--- src/design/bsd_pkg.sv ---
// Shared types, constants and helper functions of the stencil derivative block.
// Depends on nothing; every other design file except bsd_if imports it.
`default_nettype none

package bsd_pkg;

    localparam int TAPS           = 9;
    localparam int WEIGHT_BITS    = 8;
    localparam int CFG_DATA_BITS  = 32;
    localparam int CFG_INDEX_BITS = 1;
    localparam int INV_BITS       = 32;
    localparam int LO_BITS        = 32;
    localparam int FRAC_BITS      = 16;

    localparam logic [INV_BITS-1:0] INV_RESET  = 32'd65536;
    localparam logic [3:0]          ROOM_SIDED  = 4'd4;
    localparam logic [3:0]          ROOM_ALMOST = 4'd3;
    localparam logic [3:0]          ROOM_BIASED = 4'd3;
    localparam logic [3:0]          ROOM_CENTRAL = 4'd1;

    typedef enum logic [1:0] {
        CMD_FIRST     = 2'd0,
        CMD_SECOND    = 2'd1,
        CMD_FIRST_FWD = 2'd2,
        CMD_FIRST_BWD = 2'd3
    } cmd_t;

    typedef enum logic [2:0] {
        ST_CENTRAL      = 3'd0,
        ST_RIGHT        = 3'd1,
        ST_LEFT         = 3'd2,
        ST_ALMOST_RIGHT = 3'd3,
        ST_ALMOST_LEFT  = 3'd4,
        ST_NONE         = 3'd5
    } stencil_t;

    typedef enum logic [CFG_INDEX_BITS-1:0] {
        REG_INV_H    = 1'b0,
        REG_INV_H_SQ = 1'b1
    } cfg_reg_t;

    typedef logic signed [WEIGHT_BITS-1:0] weight_t;

    typedef struct packed {
        stencil_t stencil;
        logic     second;
    } ctl_t;

    // Integer weights over 12h, tap 0 is four steps back. Rows past ST_NONE are zero.
    localparam weight_t FIRST_W [8][TAPS] = '{
        '{  0,   0,   1,  -8,   0,   8,  -1,   0,   0 },
        '{  0,   0,   0,   0, -22,  36, -18,   4,   0 },
        '{  0,  -4,  18, -36,  22,   0,   0,   0,   0 },
        '{  0,   0,   0,  -3, -10,  18,  -6,   1,   0 },
        '{  0,  -1,   6, -18,  10,   3,   0,   0,   0 },
        '{  0,   0,   0,   0,   0,   0,   0,   0,   0 },
        '{  0,   0,   0,   0,   0,   0,   0,   0,   0 },
        '{  0,   0,   0,   0,   0,   0,   0,   0,   0 }
    };

    // Integer weights over 12h squared.
    localparam weight_t SECOND_W [8][TAPS] = '{
        '{  0,   0,  -1,  16, -30,  16,  -1,   0,   0 },
        '{  0,   0,   0,   0,  35,-104, 114, -56,  11 },
        '{ 11, -56, 114,-104,  35,   0,   0,   0,   0 },
        '{  0,   0,   0,  10, -15,  -4,  14,  -6,   1 },
        '{  1,  -6,  14,  -4, -15,  10,   0,   0,   0 },
        '{  0,   0,   0,   0,   0,   0,   0,   0,   0 },
        '{  0,   0,   0,   0,   0,   0,   0,   0,   0 },
        '{  0,   0,   0,   0,   0,   0,   0,   0,   0 }
    };

    function automatic weight_t weight_of(logic second, stencil_t st, logic [3:0] tap);
        return second ? SECOND_W[st][tap] : FIRST_W[st][tap];
    endfunction

    // Width of one weighted tap.
    function automatic int term_bits(int sample_bits);
        return sample_bits + WEIGHT_BITS;
    endfunction

    // Width of the signed tap sum; the weight magnitudes of a row add up to below 512.
    function automatic int sum_bits(int sample_bits);
        return sample_bits + 10;
    endfunction

    // Width of the magnitude, at least one bit above the low multiplier half.
    function automatic int mag_bits(int sample_bits);
        return (sum_bits(sample_bits) > LO_BITS) ? sum_bits(sample_bits) : LO_BITS + 1;
    endfunction

    function automatic int prod_bits(int sample_bits);
        return mag_bits(sample_bits) + INV_BITS;
    endfunction

    function automatic int quot_bits(int sample_bits);
        return prod_bits(sample_bits) - FRAC_BITS;
    endfunction

endpackage

`default_nettype wire

--- src/design/bsd_sum.sv ---
// Second and third pipeline stages: the tap sum, then its sign and magnitude.
// Depends on bsd_pkg for widths and the control struct.
`default_nettype none

module bsd_sum #(
    parameter int SAMPLE_BITS = 32
) (
    input  wire logic          clk,
    input  wire logic          rst_n,
    input  wire logic          en,
    input  wire logic          in_valid,
    input  wire bsd_pkg::ctl_t in_ctl,
    input  wire logic signed [bsd_pkg::term_bits(SAMPLE_BITS)-1:0] term [bsd_pkg::TAPS],
    output logic               valid_reg,
    output bsd_pkg::ctl_t      ctl_reg,
    output logic               neg_reg,
    output logic [bsd_pkg::mag_bits(SAMPLE_BITS)-1:0] mag_reg
);
    import bsd_pkg::*;

    localparam int SUM_BITS = sum_bits(SAMPLE_BITS);
    localparam int MAG_BITS = mag_bits(SAMPLE_BITS);

    logic signed [SUM_BITS-1:0] sum_next;
    logic signed [SUM_BITS-1:0] sum_reg;
    logic signed [SUM_BITS-1:0] abs_sum;
    logic                       sum_valid_reg;
    ctl_t                       sum_ctl_reg;

    always_comb
    begin
        sum_next = '0;
        for (int t = 0; t < TAPS; t++)
        begin
            sum_next = sum_next + SUM_BITS'(term[t]);
        end
    end

    // The sum never reaches the most negative code, so negation is exact.
    assign abs_sum = sum_reg[SUM_BITS-1] ? -sum_reg : sum_reg;

    always_ff @(posedge clk or negedge rst_n)
    begin
        if (!rst_n)
        begin
            sum_valid_reg <= 1'b0;
            valid_reg     <= 1'b0;
        end
        else if (en)
        begin
            sum_valid_reg <= in_valid;
            valid_reg     <= sum_valid_reg;
        end
    end

    always_ff @(posedge clk)
    begin
        if (en)
        begin
            sum_reg     <= sum_next;
            sum_ctl_reg <= in_ctl;
            ctl_reg     <= sum_ctl_reg;
            neg_reg     <= sum_reg[SUM_BITS-1];
            mag_reg     <= MAG_BITS'($unsigned(abs_sum));
        end
    end

endmodule

`default_nettype wire

--- config.mk ---
export PLATFORM = sky130hd
export DESIGN_NAME = bsd_sum
export DESIGN_NICKNAME = d
export VERILOG_FILES = /design/src/design/bsd_pkg.sv /design/src/design/bsd_sum.sv
export SDC_FILE = /design/constraint.sdc
export NUM_CORES = 1
export LEC_CHECK = 0
export BUFFER_PORTS_ARGS = -buffer_cell sky130_fd_sc_hd__buf_2
export CAP_MARGIN = 20
export CELL_PAD_IN_SITES_DETAIL_PLACEMENT = 0
export CELL_PAD_IN_SITES_GLOBAL_PLACEMENT = 2
export CORE_MARGIN = 1.5
export CORE_UTILIZATION = 36
export CTS_BUF_LIST = sky130_fd_sc_hd__clkbuf_8
export CTS_CLUSTER_DIAMETER = 50
export CTS_CLUSTER_SIZE = 20
export DETAILED_ROUTE_END_ITERATION = 6
export PLACE_DENSITY_LB_ADDON = 0.1
export SYNTH_ARGS = -nofsm -noshare
export SYNTH_HDL_FRONTEND = slang
export SYNTH_SLANG_ARGS = --single-unit
--- constraint.sdc ---
create_clock -name clk -period 8.4 [get_ports clk]
set_input_delay 0.42 -clock clk [delete_from_list [all_inputs] [get_ports clk]]
set_output_delay 0.42 -clock clk [all_outputs]
set_load 0.02 [all_outputs]
## After elaboration in Yosys (flattened, before gate mapping)

Index checks and enable logic that the tools add are counted.

- Register bits after elaboration: 95
- Latch bits: 0
- RAM bits: 0
- Memory bits (read-only): 0
- Input port bits: 368
- Output and inout port bits: 48
- Logic and storage cells: 20
- Memories kept: 0

- Add/sub/neg operators: 9
- Multipliers: 0
- Div/mod/pow operators: 0
- Magnitude comparators: 0
- Equal/unequal tests: 0
- Shift operators: 0
- Muxes and demuxes: 1
- Bitwise gates (word level): 0
- Reductions and logical operators: 0

Operator list:

| cell | count |
|---|---|
| adder 42 x 40 -> 42 bit | 6 |
| adder 41 x 40 -> 42 bit | 1 |
| negator 42 bit | 1 |
| adder 40 x 40 -> 41 bit | 1 |
| 2-to-1 mux 41 bit | 1 |

## Logic depth before layout (Yosys ltp)

Gate-level depths: netlist (run 1).

- Depth in word-level cells: 8
- Depth in mapped cells: 17
- Gate-level depth less buffers: 17

## Worst setup path after synthesis (run 1)

Ideal clock, no wire load.

- Path type: input to register
- Start: input port term[242] (netlist bit)
- End: register sum_reg[34] (data pin)
- Setup time: 0.267 ns
- Arrival time: 4.676 ns
- Data required time: 8.133 ns
- Slack: 3.456 ns
- Cell stages on the path: 15
- Path buffers: 0
- Path through: fa_1 -> fa_1 -> fa_1 -> inv_1 -> fa_1 -> inv_1 -> ha_1 -> fa_1 -> and3_1 -> nand3_1 -> a211o_1 -> a211oi_1 -> a2111oi_0 -> o21bai_1 -> xor2_1

- Longest elaborated chain between the ends: 7

RTL lines:

| what | line | RTL |
|---|---|---|
| start: declaration | bsd_sum.sv:13 | `input wire logic signed [bsd_pkg::term_bits(SAMPLE_BITS)-1:0] term [bsd_pkg::TAPS],` |
| adder 41 x 40 -> 42 bit | bsd_sum.sv:35 | `sum_next = sum_next + SUM_BITS'(term[t]);` |
| adder 42 x 40 -> 42 bit (6 in series) | bsd_sum.sv:35 |  |
| named net sum_next[34] | bsd_sum.sv:24 | `logic signed [SUM_BITS-1:0] sum_next;` |
| end signal: assignment | bsd_sum.sv:60 | `sum_reg <= sum_next;` |
| end: declaration | bsd_sum.sv:25 | `logic signed [SUM_BITS-1:0] sum_reg;` |

The timed path passes the listed nets, and every way through them passes these cells.
A chain may end at the register's enable or synchronous reset.

## Worst setup path after layout (run 1)

- Start: input port term[5] (netlist bit)
- End: register sum_reg[39] (data pin)

- Longest elaborated chain between the ends: 1

RTL lines:

| what | line |
|---|---|
| adder 42 x 40 -> 42 bit | bsd_sum.sv:35 |
| named net sum_next[39] | bsd_sum.sv:24 |

The timed path passes the listed nets, and every way through them passes these cells.

==> results of run 1 <==
-- per-layer routing --
layer / global-route usage, % / wire length (um) / vias to the layer above
met1: 22.1 / 12900 / 4593
met2: 29.1 / 14500 / 243
li1: - / - / 4558
met3: 1.87 / 1440 / 14
met4: 3.44 / 324 / 0
met5: 0 / 0 / -
-- logic make-up (layout without fill, tap and decap cells) --
family	Yosys count	in the layout	synth area share (%)
AND/OR/NAND/NOR	165	165	6.43
multiplexers	2	2	0.173
AO/OA/AOI/OAI	157	157	7.77
XOR/XNOR	80	80	5.37
buffers and inverters	396	811	11.4
flip-flops	95	95	21.8
adder cells (fa/ha/maj)	323	323	47.1
-- cell type report --
type / instances / area [um^2]
multi-input combinational: 727 / 8720
inverter: 376 / 1410
clock inverter: 7 / 78.8
fill: 3539 / 19800
timing repair buffer: 419 / 2120
sequential: 95 / 2840
tap: 461 / 577
clock buffer: 9 / 124
-- worst max path at each step --
stage | start | end | slack, ns | depth (start not counted)
finish | term[5] | sum_reg[39] | 3.35 | 17
detailed placement | term[242] | sum_reg[34] | 2.72 | 16
CTS | term[242] | sum_reg[34] | 3.13 | 16
floorplan | term[242] | sum_reg[34] | 3.46 | 15
global route | term[245] | sum_reg[39] | 3.10 | 15
global placement | term[242] | sum_reg[34] | 2.81 | 16
-- worst reg2reg max path, delay by kind of cell, from the launching register on --
kind / cells / cell delay (ns)
XOR/XNOR: 1 / 0.11
AND/OR/NAND/NOR: 5 / 1.90
AO/OA/AOI/OAI: 1 / 0.21
flip-flops: 1 / 0.46
-- synthesized netlist by cell type (2+ instances only) --
library cell | count | area (um^2)
or3_4 | 3 | 33.8
nand2_1 | 55 | 206
mux2_2 | 2 | 22.5
o31ai_1 | 14 | 105
o41ai_1 | 5 | 43.8
inv_1 | 376 | 1410
o21ai_1 | 4 | 20.0
or2_2 | 2 | 12.5
nand4_1 | 13 | 81.3
o21bai_1 | 4 | 30.0
nor4_1 | 5 | 31.3
a221o_1 | 2 | 20.0
fa_1 | 280 | 5610
a21oi_1 | 46 | 230
xnor2_1 | 66 | 578
or4_1 | 3 | 22.5
nor3_1 | 10 | 50.1
edfxtp_1 | 93 | 2790
nor3b_1 | 2 | 15.0
nand2b_1 | 3 | 18.8
o211ai_1 | 3 | 22.5
and2_1 | 3 | 18.8
o21a_1 | 6 | 45.0
ha_1 | 43 | 538
o31ai_2 | 3 | 37.5
or3_1 | 11 | 68.8
nor4b_1 | 2 | 17.5
and3_1 | 6 | 37.5
dfrtp_1 | 2 | 50.1
nor2_1 | 29 | 109
a211oi_1 | 4 | 30.0
nor2b_1 | 2 | 12.5
xor2_1 | 14 | 123
a2111oi_0 | 2 | 17.5
a31oi_1 | 10 | 62.6
o21ai_0 | 29 | 145
clkbuf_1 | 20 | 75.1
a311oi_1 | 2 | 17.5
nand3_1 | 10 | 50.1
a21o_1 | 13 | 97.6
-- through the flow --
| step | instances | utilization (%) | total power [mW] | area, um^2 |
|---|---|---|---|---|
| after global placement | 2076 | 43.9 | 7.48 | 15600 |
| after global routing | 2094 | 44.5 | 8.70 | 15900 |
| after floorplan | 1218 | - | 5.72 | 13000 |
| after detailed placement | 2076 | 43.9 | 7.47 | 15600 |
| after CTS | 2093 | 44.5 | 7.82 | 15900 |
| final | 2094 | 44.5 | 7.73 | 15900 |
-- timing repair --
| action | in CTS | in global routing |
|---|---|---|
| setup endpoints to repair | 0 | 0 |
| hold buffers | 1 | 0 |
| hold endpoints to repair | 2 | 0 |
-- power by group --
group          total [mW]  switching (mW)  internal [mW]
Combinational        6.17            3.74           2.43
Clock               0.317           0.176          0.141
Sequential           1.25           0.136           1.11
Total                7.73            4.06           3.68
==> impl_results.md, run 1 <==
* Final Wtd Congestion at between 0.7 and 0.8
* Final hold violations at 0
* EDFF count, synth at 93
* Total GRT Usage at roughly 17%
* WP data arrival at just over 5 ns
* Synth Cell Area at ~0.013 mm^2
* Commonest non-fill, non-tap cell in the layout: buf_2
* Max Cap Viol at 0
* Min cycle time layout at roughly 5 ns
* Main synth FF type: edfxtp_1
* Starting Density at ~37%
* Tcrit/Tclk final at 60.1%
* Area delta synth->final at 21.6%
* Setup Buffers After CTS at 0
* Ys Warns at 0
* Antenna-violating nets left at 0
* Slew @ Worst Pin at slightly above 1 ns
* Final setup fails at 0
* Hold endpoint: sum_ctl_reg[0]
* ANT cells at 0
* Commonest cells after routing, fill and taps aside: 414 x buf_2, 376 x inv_1, 280 x fa_1, 93 x edfxtp_1, 66 x xnor2_1
* Slew HR at between 20% and 30%
* Final wirelength at between 20000 and 30000 um
* Distinct cells, synth at 56
* Layout cell share with drive strength beyond 1 at between 20% and 30%
* Hold path start: in_ctl[0]
* Unrepaired setup endpoints after global routing: false
* Die H at 193 um
* Num ports at ~420
* Crit path cell chain: buf_2 -> inv_1 -> fa_1 -> inv_1 -> fa_1 -> fa_1 -> inv_1 -> fa_1 -> inv_1 -> ha_1 -> a21o_1 -> a21oi_1 -> a21oi_1 -> nor2_1 -> o211ai_1 -> a221oi_1 -> xnor2_1
* Clock slew at reported path FFs at roughly 0.10 ns
* Drt first pass iters at 7
* CTS tree: yes
* Outcome: finished with violations
* Drt drc at 25
* Maximum clock insertion buffer count at 2
* Final HPWL DP at ~26000 um
* First-pass GRT wire length at 50500 um
* Worst R2R Start: sum_reg[9]
* R2R setup slack at 5.46 ns
* Clk_skew at about 0.013 ns
* Core Box Area at approximately 0.036 mm^2
* Drt first-iter violations at 309
* Hold crit path type: input port to flip-flop
* CP startpoint kind: input port
* Clk_lat worst skew at 0.39 ns
* Seq cells post-synth at 95
* Max incr delay on CP at slightly above 0.6 ns
* Worst reg2reg path endpoint: mag_reg[35]
* Vias in the first global route at 10500
* Mapped Nets at 1909
* H-tree Lvls at 3
* Register-to-Register Path Depth at 7
* Hold Slack at about 0.20 ns
* CTS root buf: clkbuf_8
* Synthesized instance count at ~1200
* Buf/Inv on CP at 5
* Via count at 9408
* Row cnt at 69
* Violated checks: DRC
* DP Worst Slack at about 2.7 ns
* CP delay by family, top: adder cells
* Crit-path max FO at 8
* CTS Sinks at 95
* Leakage Power at between 7 and 8 nW
* Num CTS Buffers at 9
* Seq/Total Area, Yosys at 21.8%
* Synth Area per Inst at ~11 um^2
* Slew Limit Fails at 0
* Async S/R FF share, synth at 2.11%
* Initial antenna violation count at 0
* Post-DR wirelength/cell at between 10 and 15 um
* Gr ovfl total at 0
* Vias/cell at roughly 4.5
* WS Path Type: input port to flip-flop
* Die Wd at 193 um
* PD cells at between 400 and 500 mW/mm^2
* Hold depth at 1
* TNS Setup at 0 ns
* Pin count of the biggest net entering global routing at 84
* Crit. End Element: flip-flop
* Die ar. at 0.0374 mm^2
* Required @ worst endpoint at 8.54 ns
* F_max at 198 MHz
* Layout Nets at about 2300
* Maximum vdd drop at just under 0.2 mV
* Worst path slowest cell: nor2_1
* PortBufs at between 400 and 500
* Final WS setup at around 3.4 ns
* Resized Gates After CTS at 0
Note: power is estimated with default switching activity, not from simulation.
==> inputs of run 2 (changes only) <==
--- a/config.mk
+++ b/config.mk
@@ -5,12 +5,13 @@
 export SDC_FILE = /design/constraint.sdc
 export NUM_CORES = 1
 export LEC_CHECK = 0
+export ABC_AREA = 1
 export BUFFER_PORTS_ARGS = -buffer_cell sky130_fd_sc_hd__buf_2
 export CAP_MARGIN = 20
 export CELL_PAD_IN_SITES_DETAIL_PLACEMENT = 0
 export CELL_PAD_IN_SITES_GLOBAL_PLACEMENT = 2
 export CORE_MARGIN = 1.5
-export CORE_UTILIZATION = 36
+export CORE_UTILIZATION = 29
 export CTS_BUF_LIST = sky130_fd_sc_hd__clkbuf_8
 export CTS_CLUSTER_DIAMETER = 50
 export CTS_CLUSTER_SIZE = 20
==> constraint.sdc (replaced) <==
create_clock -name clk -period 4.4 [get_ports clk]
set_input_delay 0.22 -clock clk [delete_from_list [all_inputs] [get_ports clk]]
set_output_delay 0.22 -clock clk [all_outputs]
set_load 0.02 [all_outputs]
==> run 2 against run 1 <==
The flow now finishes without violations. Final cell count is 32% higher. Utilization is 8.6 points lower. Die area is 35% higher. Global-route usage is 1.6 points lower. Largest cell class unchanged. Highest routed layer unchanged.
==> impl_results.md, run 2 <==
* Unrepaired setup endpoints after global routing: false
* Post-Layout Cell Count at 2758 (+32%)
* CTS Sinks at 95 (unchanged)
* Crit path cell chain: buf_2 -> fa_1 -> fa_1 -> fa_1 -> inv_1 -> fa_1 -> inv_1 -> ha_1 -> fa_1 -> nand3_1 -> nand3_1 -> nand2_1 -> nand2_1 -> nand2_1 -> nand3_2 -> nand2_1 -> nand2_1 -> nand2_1 -> nand2_1
* Num CTS Buffers at 9 (unchanged)
* CP startpoint kind: input port
* Final HPWL DP at 33800 um (+28%)
* Mapped Nets at 2340 (+23%)
* Initial antenna violation count at 0 (unchanged)
* First-pass GRT wire length at 60300 um (+19%)
* Distinct cells, synth at 36 (-36%)
* Layout Nets at 2780 (+20%)
* Drt drc at 0 (-100%)
* Synthesized instance count at 1649 (+35%)
* Worst path slowest cell: fa_1
* Setup Buffers After CTS at 0 (unchanged)
* Vias in the first global route at 12200 (+16%)
* CTS root buf: clkbuf_8
* Final hold violations at 0 (unchanged)
* Final Wtd Congestion at 0.801 (+3.4%)
* ANT cells at 0 (unchanged)
* Total GRT Usage at 15.0% (-1.6 points)
* Crit. End Element: flip-flop
* F_max at between 200 and 300 MHz
* Commonest cells after routing, fill and taps aside: 539 x inv_1, 414 x buf_2, 342 x nand2_1, 280 x fa_1, 103 x nor2_1
* Post-DR wirelength/cell at 13.1 um (-6.3%)
* CTS tree: yes
* Gr ovfl total at 0 (unchanged)
* Slew @ Worst Pin at 0.675 ns (-0.351 ns)
* H-tree Lvls at 3 (unchanged)
* Row cnt at 81 (+17%)
* PortBufs at 415 (unchanged)
* Die ar. at 0.0505 mm^2 (+35%)
* Min cycle time layout at 3.97 ns
* Synth area leaders: fa_1 39%, edfxtp_1 20%, inv_1 14%
* Slew Limit Fails at 0 (unchanged)
* Starting Density at 29.2% (-7.3 points)
* Required @ worst endpoint at 4.53 ns (-4.01 ns)
* Post-synth top area share at 39.3% (-3.6 points)
* Final wirelength at 36000 um (+23%)
* Commonest non-fill, non-tap cell in the layout: inv_1
* Fill cell count at 5271 (+49%)
* Area delta synth->final at 22.7%
* Clk_skew at 0.00750 ns (-0.00526 ns)
* TNS Setup at 0 ns (unchanged)
* Max Cap Viol at 0 (unchanged)
* Synth Area per Inst at 8.65 um^2 (-19%)
* Drt first-iter violations at 344 (+11%)
* Hold crit path type: input port to flip-flop
* Count leader, synth: inv_1
* Ys Warns at 0 (unchanged)
* Max incr delay on CP at 0.56 ns (-0.05 ns)
* WS Path Type: input port to flip-flop
* Async S/R FF share, synth at 2.11% (unchanged)
* Vias/cell at 4.00 (-11%)
* Tcrit/Tclk final at between 90% and 100%
* Clk_lat worst skew at 0.37 ns (-0.02 ns)
* Crit-path max FO at 5 (-3)
* Clock slew at reported path FFs at 0.09 ns (about the same)
* CP dominant cell by count: nand2_1
* Pin count of the biggest net entering global routing at 58 (-31%)
* Finished Core Util at 35.9% (-8.6 points)
* Num ports at 416 (unchanged)
* Core Box Area at 0.0487 mm^2 (+37%)
* WP data arrival at 4.10 ns (-1.08 ns)
* Final setup fails at 0 (unchanged)
* Layout cell share with drive strength beyond 1 at 22.8% (-4.6 points)
* Via count at 11000 (+17%)
* Main synth FF type: edfxtp_1
* Synth Cell Area at 0.0143 mm^2 (+9.3%)
* Die H at 225 um (+16%)
* EDFF count, synth at 93 (unchanged)
* Seq/Total Area, Yosys at 19.9% (-1.8 points)
* Die Wd at 225 um (+16%)
* Most instantiated cells after synthesis: 539 x inv_1, 342 x nand2_1, 280 x fa_1, 103 x nor2_1, 93 x edfxtp_1
* Antenna-violating nets left at 0 (unchanged)
* Seq cells post-synth at 95 (unchanged)
* Drt first pass iters at 5 (-2)
* Outcome: finished clean
* Maximum clock insertion buffer count at 2 (unchanged)
* Slew HR at 55.0% (+25 points)
* Post-synth top area cell: fa_1
* Placed insts at 2737 (+32%)
==> run 2: layout make-up <==
type                            instances  area (um^2)  share of cell area, %
Timing Repair Buffer                  434         2230                   12.8
Tap cell                              664          831                   4.75
Clock buffer                           11          151                  0.866
Clock inverter                          5         32.5                  0.186
Inverter                              542         2030                   11.6
Multi-Input combinational cell       1007         9360                   53.5
Sequential cell                        95         2840                   16.3
==> run 2: cells by family (layout without fill, tap and decap cells) <==
| group | Yosys count | after routing | synth area share (%) |
|---|---|---|---|
| AND/OR/NAND/NOR | 555 | 555 | 16.3 |
| XOR/XNOR | 56 | 56 | 3.44 |
| AO/OA/AOI/OAI | 73 | 73 | 2.78 |
| adder cells (fa/ha/maj) | 323 | 323 | 43.1 |
| flip-flops | 95 | 95 | 19.9 |
| buffers and inverters | 547 | 992 | 14.4 |
==> run 2: critical path: cells and delay by family <==
family        cells  cell delay, ns
fa+ha+maj         6            2.73
buf+inv           3            0.21
simple gates     10            0.97
==> run 2: final timing paths <==
check	start	endpoint	slack (ns)	cells past startpoint
min reg2reg	sum_ctl_reg[0]	ctl_reg[0]	0.42	0
max reg2reg	sum_reg[0]	mag_reg[24]	2.20	8
min in group asynchronous	rst_n	sum_valid_reg	0.15	2
max	term[242]	sum_reg[40]	0.43	19
min	in_valid	sum_valid_reg	0.06	3
max in group asynchronous	rst_n	valid_reg	4.16	2
==> run 2: per-layer routing <==
layer | vias up | wire, um | track usage (%) | share of wire [%]
met4 | 0 | 240 | 2.42 | 0.67
met2 | 212 | 17000 | 25.7 | 47
li1 | 5606 | - | - | -
met3 | 15 | 1210 | 1.45 | 3.4
met5 | - | 0 | 0 | 0
met1 | 5194 | 17500 | 20.7 | 49
==> run 2: timing repair <==
action | CTS | global route
hold endpoints to repair | 6 | 0
resized for setup | 0 | 0
hold buffers | 5 | 0
==> run 2: through the flow <==
stage / hold WS [ns] / setup slack [ns] / area (um^2)
after CTS: 0.0340 / 0.389 / 17500
after floorplan: -0.0756 / 0.404 / 14300
final: 0.0639 / 0.426 / 17500
after global routing: 0.0625 / 0.108 / 17500
after detailed placement: 0.00667 / -0.0195 / 17300
after global placement: 0.00504 / 0.0131 / 17300
Power of run 2 is left out: the tool's default activity adds up to more than one toggle a clock period on the data nets, which glitch-free logic cannot reach.
==> inputs of run 3 (changes only) <==
--- a/config.mk
+++ b/config.mk
@@ -10,6 +10,7 @@
 export CAP_MARGIN = 20
 export CELL_PAD_IN_SITES_DETAIL_PLACEMENT = 0
 export CELL_PAD_IN_SITES_GLOBAL_PLACEMENT = 2
+export CORE_ASPECT_RATIO = 2
 export CORE_MARGIN = 1.5
 export CORE_UTILIZATION = 29
 export CTS_BUF_LIST = sky130_fd_sc_hd__clkbuf_8
==> run 3 against run 2 <==
Hold slack worse by 0.00052 ns. Die area is 0.16% higher. Global-route usage is 2.2 points higher. Routed wire length is 14% higher. Clock skew is 0.010 ns higher. Final area is 0.82% higher. Sequential cell count stayed put. Count of clock-buffer cells in the layout is 1 higher. Sequential share of layout area is 0.13 points lower. First-iteration DRC count is 20% lower. Critical path type unchanged.
==> impl_results.md, run 3 (same netlist as run 2, synthesis figures left out) <==
* Die H at 317 um (+41%)
* ANT cells at 0 (unchanged)
* Core Box Area at 0.0485 mm^2 (-0.52%)
* PortBufs at 415 (unchanged)
* Layout Nets at 2802 (+0.79%)
* Fill cell count at 5191 (-1.5%)
* Slew Limit Fails at 0 (unchanged)
* Required @ worst endpoint at 4.51 ns (-0.02 ns)
* Clk_skew at 0.0175 ns (+0.00998 ns)
* Max incr delay on CP at 0.56 ns (about the same)
* Final setup fails at 0 (unchanged)
* F_max at 247 MHz (-1.7%)
* Finished Core Util at 36.3% (+0.48 points)
* Die ar. at 0.0506 mm^2 (+0.16%)
* CP dominant cell by count: nand2_1
* Final wirelength at 41200 um (+14%)
* Starting Density at 29.4% (+0.15 points)
* Via count at 11400 (+3.3%)
* Hold crit path type: input port to flip-flop
* Maximum clock insertion buffer count at 2 (unchanged)
* Clock slew at reported path FFs at 0.08 ns (about the same)
* Vias in the first global route at 13100 (+6.8%)
* Num ports at 416 (unchanged)
* Total GRT Usage at 17.2% (+2.2 points)
* Pin count of the biggest net entering global routing at 65 (+12%)
* CTS tree: yes
* Die Wd at 160 um (-29%)
* Outcome: finished clean
* CTS root buf: clkbuf_8
* Drt first pass iters at 4 (-1)
* H-tree Lvls at 3 (unchanged)
* Tcrit/Tclk final at 91.9% (+1.6 points)
* Final HPWL DP at 38400 um (+14%)
* Gr ovfl total at 0 (unchanged)
* Area delta synth->final at 23.7%
* Final hold violations at 0 (unchanged)
* Initial antenna violation count at 0 (unchanged)
* Max Cap Viol at 0 (unchanged)
* Commonest cells after routing, fill and taps aside: 539 x inv_1, 414 x buf_2, 342 x nand2_1, 280 x fa_1, 103 x nor2_1
* Unrepaired setup endpoints after global routing: false
* WP data arrival at 4.16 ns (+0.06 ns)
* CP startpoint kind: input port
* CP delay by family, top: adder cells
* Vias/cell at 4.14 (+3.5%)
* Slew @ Worst Pin at 0.811 ns (+0.136 ns)
* Layout cell share with drive strength beyond 1 at 23.6% (+0.80 points)
* WS Path Type: input port to flip-flop
* CTS Sinks at 95 (unchanged)
* Drt drc at 0 (unchanged)
* Row cnt at 114 (+41%)
* Crit-path max FO at 3 (-2)
* Crit path cell chain: buf_2 -> fa_1 -> fa_1 -> fa_1 -> inv_1 -> fa_1 -> inv_1 -> ha_1 -> fa_1 -> buf_4 -> nand3_1 -> nand3_1 -> nand2_1 -> nand2_1 -> nand2_1 -> nand2_1 -> nand2_1 -> nand2_1
* Clk_lat worst skew at 0.39 ns (+0.02 ns)
* Antenna-violating nets left at 0 (unchanged)
* Worst path slowest cell: fa_1
* Setup Buffers After CTS at 0 (unchanged)
* Sequential cell area at 0.00284 mm^2 (unchanged)
* Min cycle time layout at 4.04 ns (+0.0701 ns)
* Commonest non-fill, non-tap cell in the layout: inv_1
* Slew HR at 45.9% (-9.1 points)
* Multi-input logic area at 0.00936 mm^2 (unchanged)
* First-pass GRT wire length at 65900 um (+9.4%)
* Drt first-iter violations at 275 (-20%)
* Final Wtd Congestion at 0.839 (+4.7%)
* Buf/Inv on CP at 4 (+1)
* Crit. End Element: flip-flop
* Post-DR wirelength/cell at 15.0 um (+15%)
* Num CTS Buffers at 9 (unchanged)
-- run 3: layout make-up --
class                      count  area share [%]
inverter                     542            11.5
clock inverter                 4           0.163
timing repair buffer         456            13.6
clock buffer                  12           0.937
tap                          638            4.53
sequential                    95            16.1
multi-input combinational   1007            53.1
-- run 3: worst reg2reg max path, stage by stage (launching register included) --
cell and delay (ns):
edfxtp_1 0.46, inv_1 0.09, ha_1 0.28, nand3_4 0.13, nor2_1 0.40, nand3_1 0.18, xor2_1 0.17, nand2_1 0.05
o21ai_0 0.14
-- run 3: per-stage QoR --
step | TNS [ns] | instance area (um^2) | hold WS [ns] | setup slack (ns) | instances
final | 0 | 17600 | 0.0634 | 0.356 | 2754
after global routing | 0 | 17600 | 0.0562 | 0.0809 | 2754
after CTS | 0 | 17600 | 0.0298 | 0.319 | 2754
after detailed placement | -0.163 | 17400 | 0.00815 | -0.100 | 2733
after global placement | -0.148 | 17400 | 0.00559 | -0.106 | 2733
after floorplan | 0 | 14300 | -0.0756 | 0.404 | 1649
-- run 3: repair_timing --
action | 4_1_cts | 5_1_grt
hold buffers | 5 | 0
hold endpoints to repair | 6 | 0
gates resized for setup | 0 | 0
-- run 3: layer usage --
layer	GRT usage (%)	up-vias	wire [um]
met5	0	-	0
met4	7.05	0	1780
met3	1.75	57	1470
met2	38.2	315	25300
met1	14.8	5364	12700
li1	-	5660	-
-- run 3: worst paths after layout --
| kind | from | to | slack (ns) | cells after the start |
|---|---|---|---|---|
| worst max-delay path | term[242] | sum_reg[28] | 0.36 | 18 |
| worst min-delay path | in_valid | sum_valid_reg | 0.06 | 3 |
| worst max register to register | sum_reg[0] | mag_reg[24] | 2.22 | 8 |
| worst min register to register | sum_ctl_reg[1] | ctl_reg[1] | 0.43 | 0 |
| max in group asynchronous | rst_n | sum_valid_reg | 4.16 | 2 |
| min in group asynchronous | rst_n | valid_reg | 0.15 | 2 |
Power of run 3 is left out for the same reason.
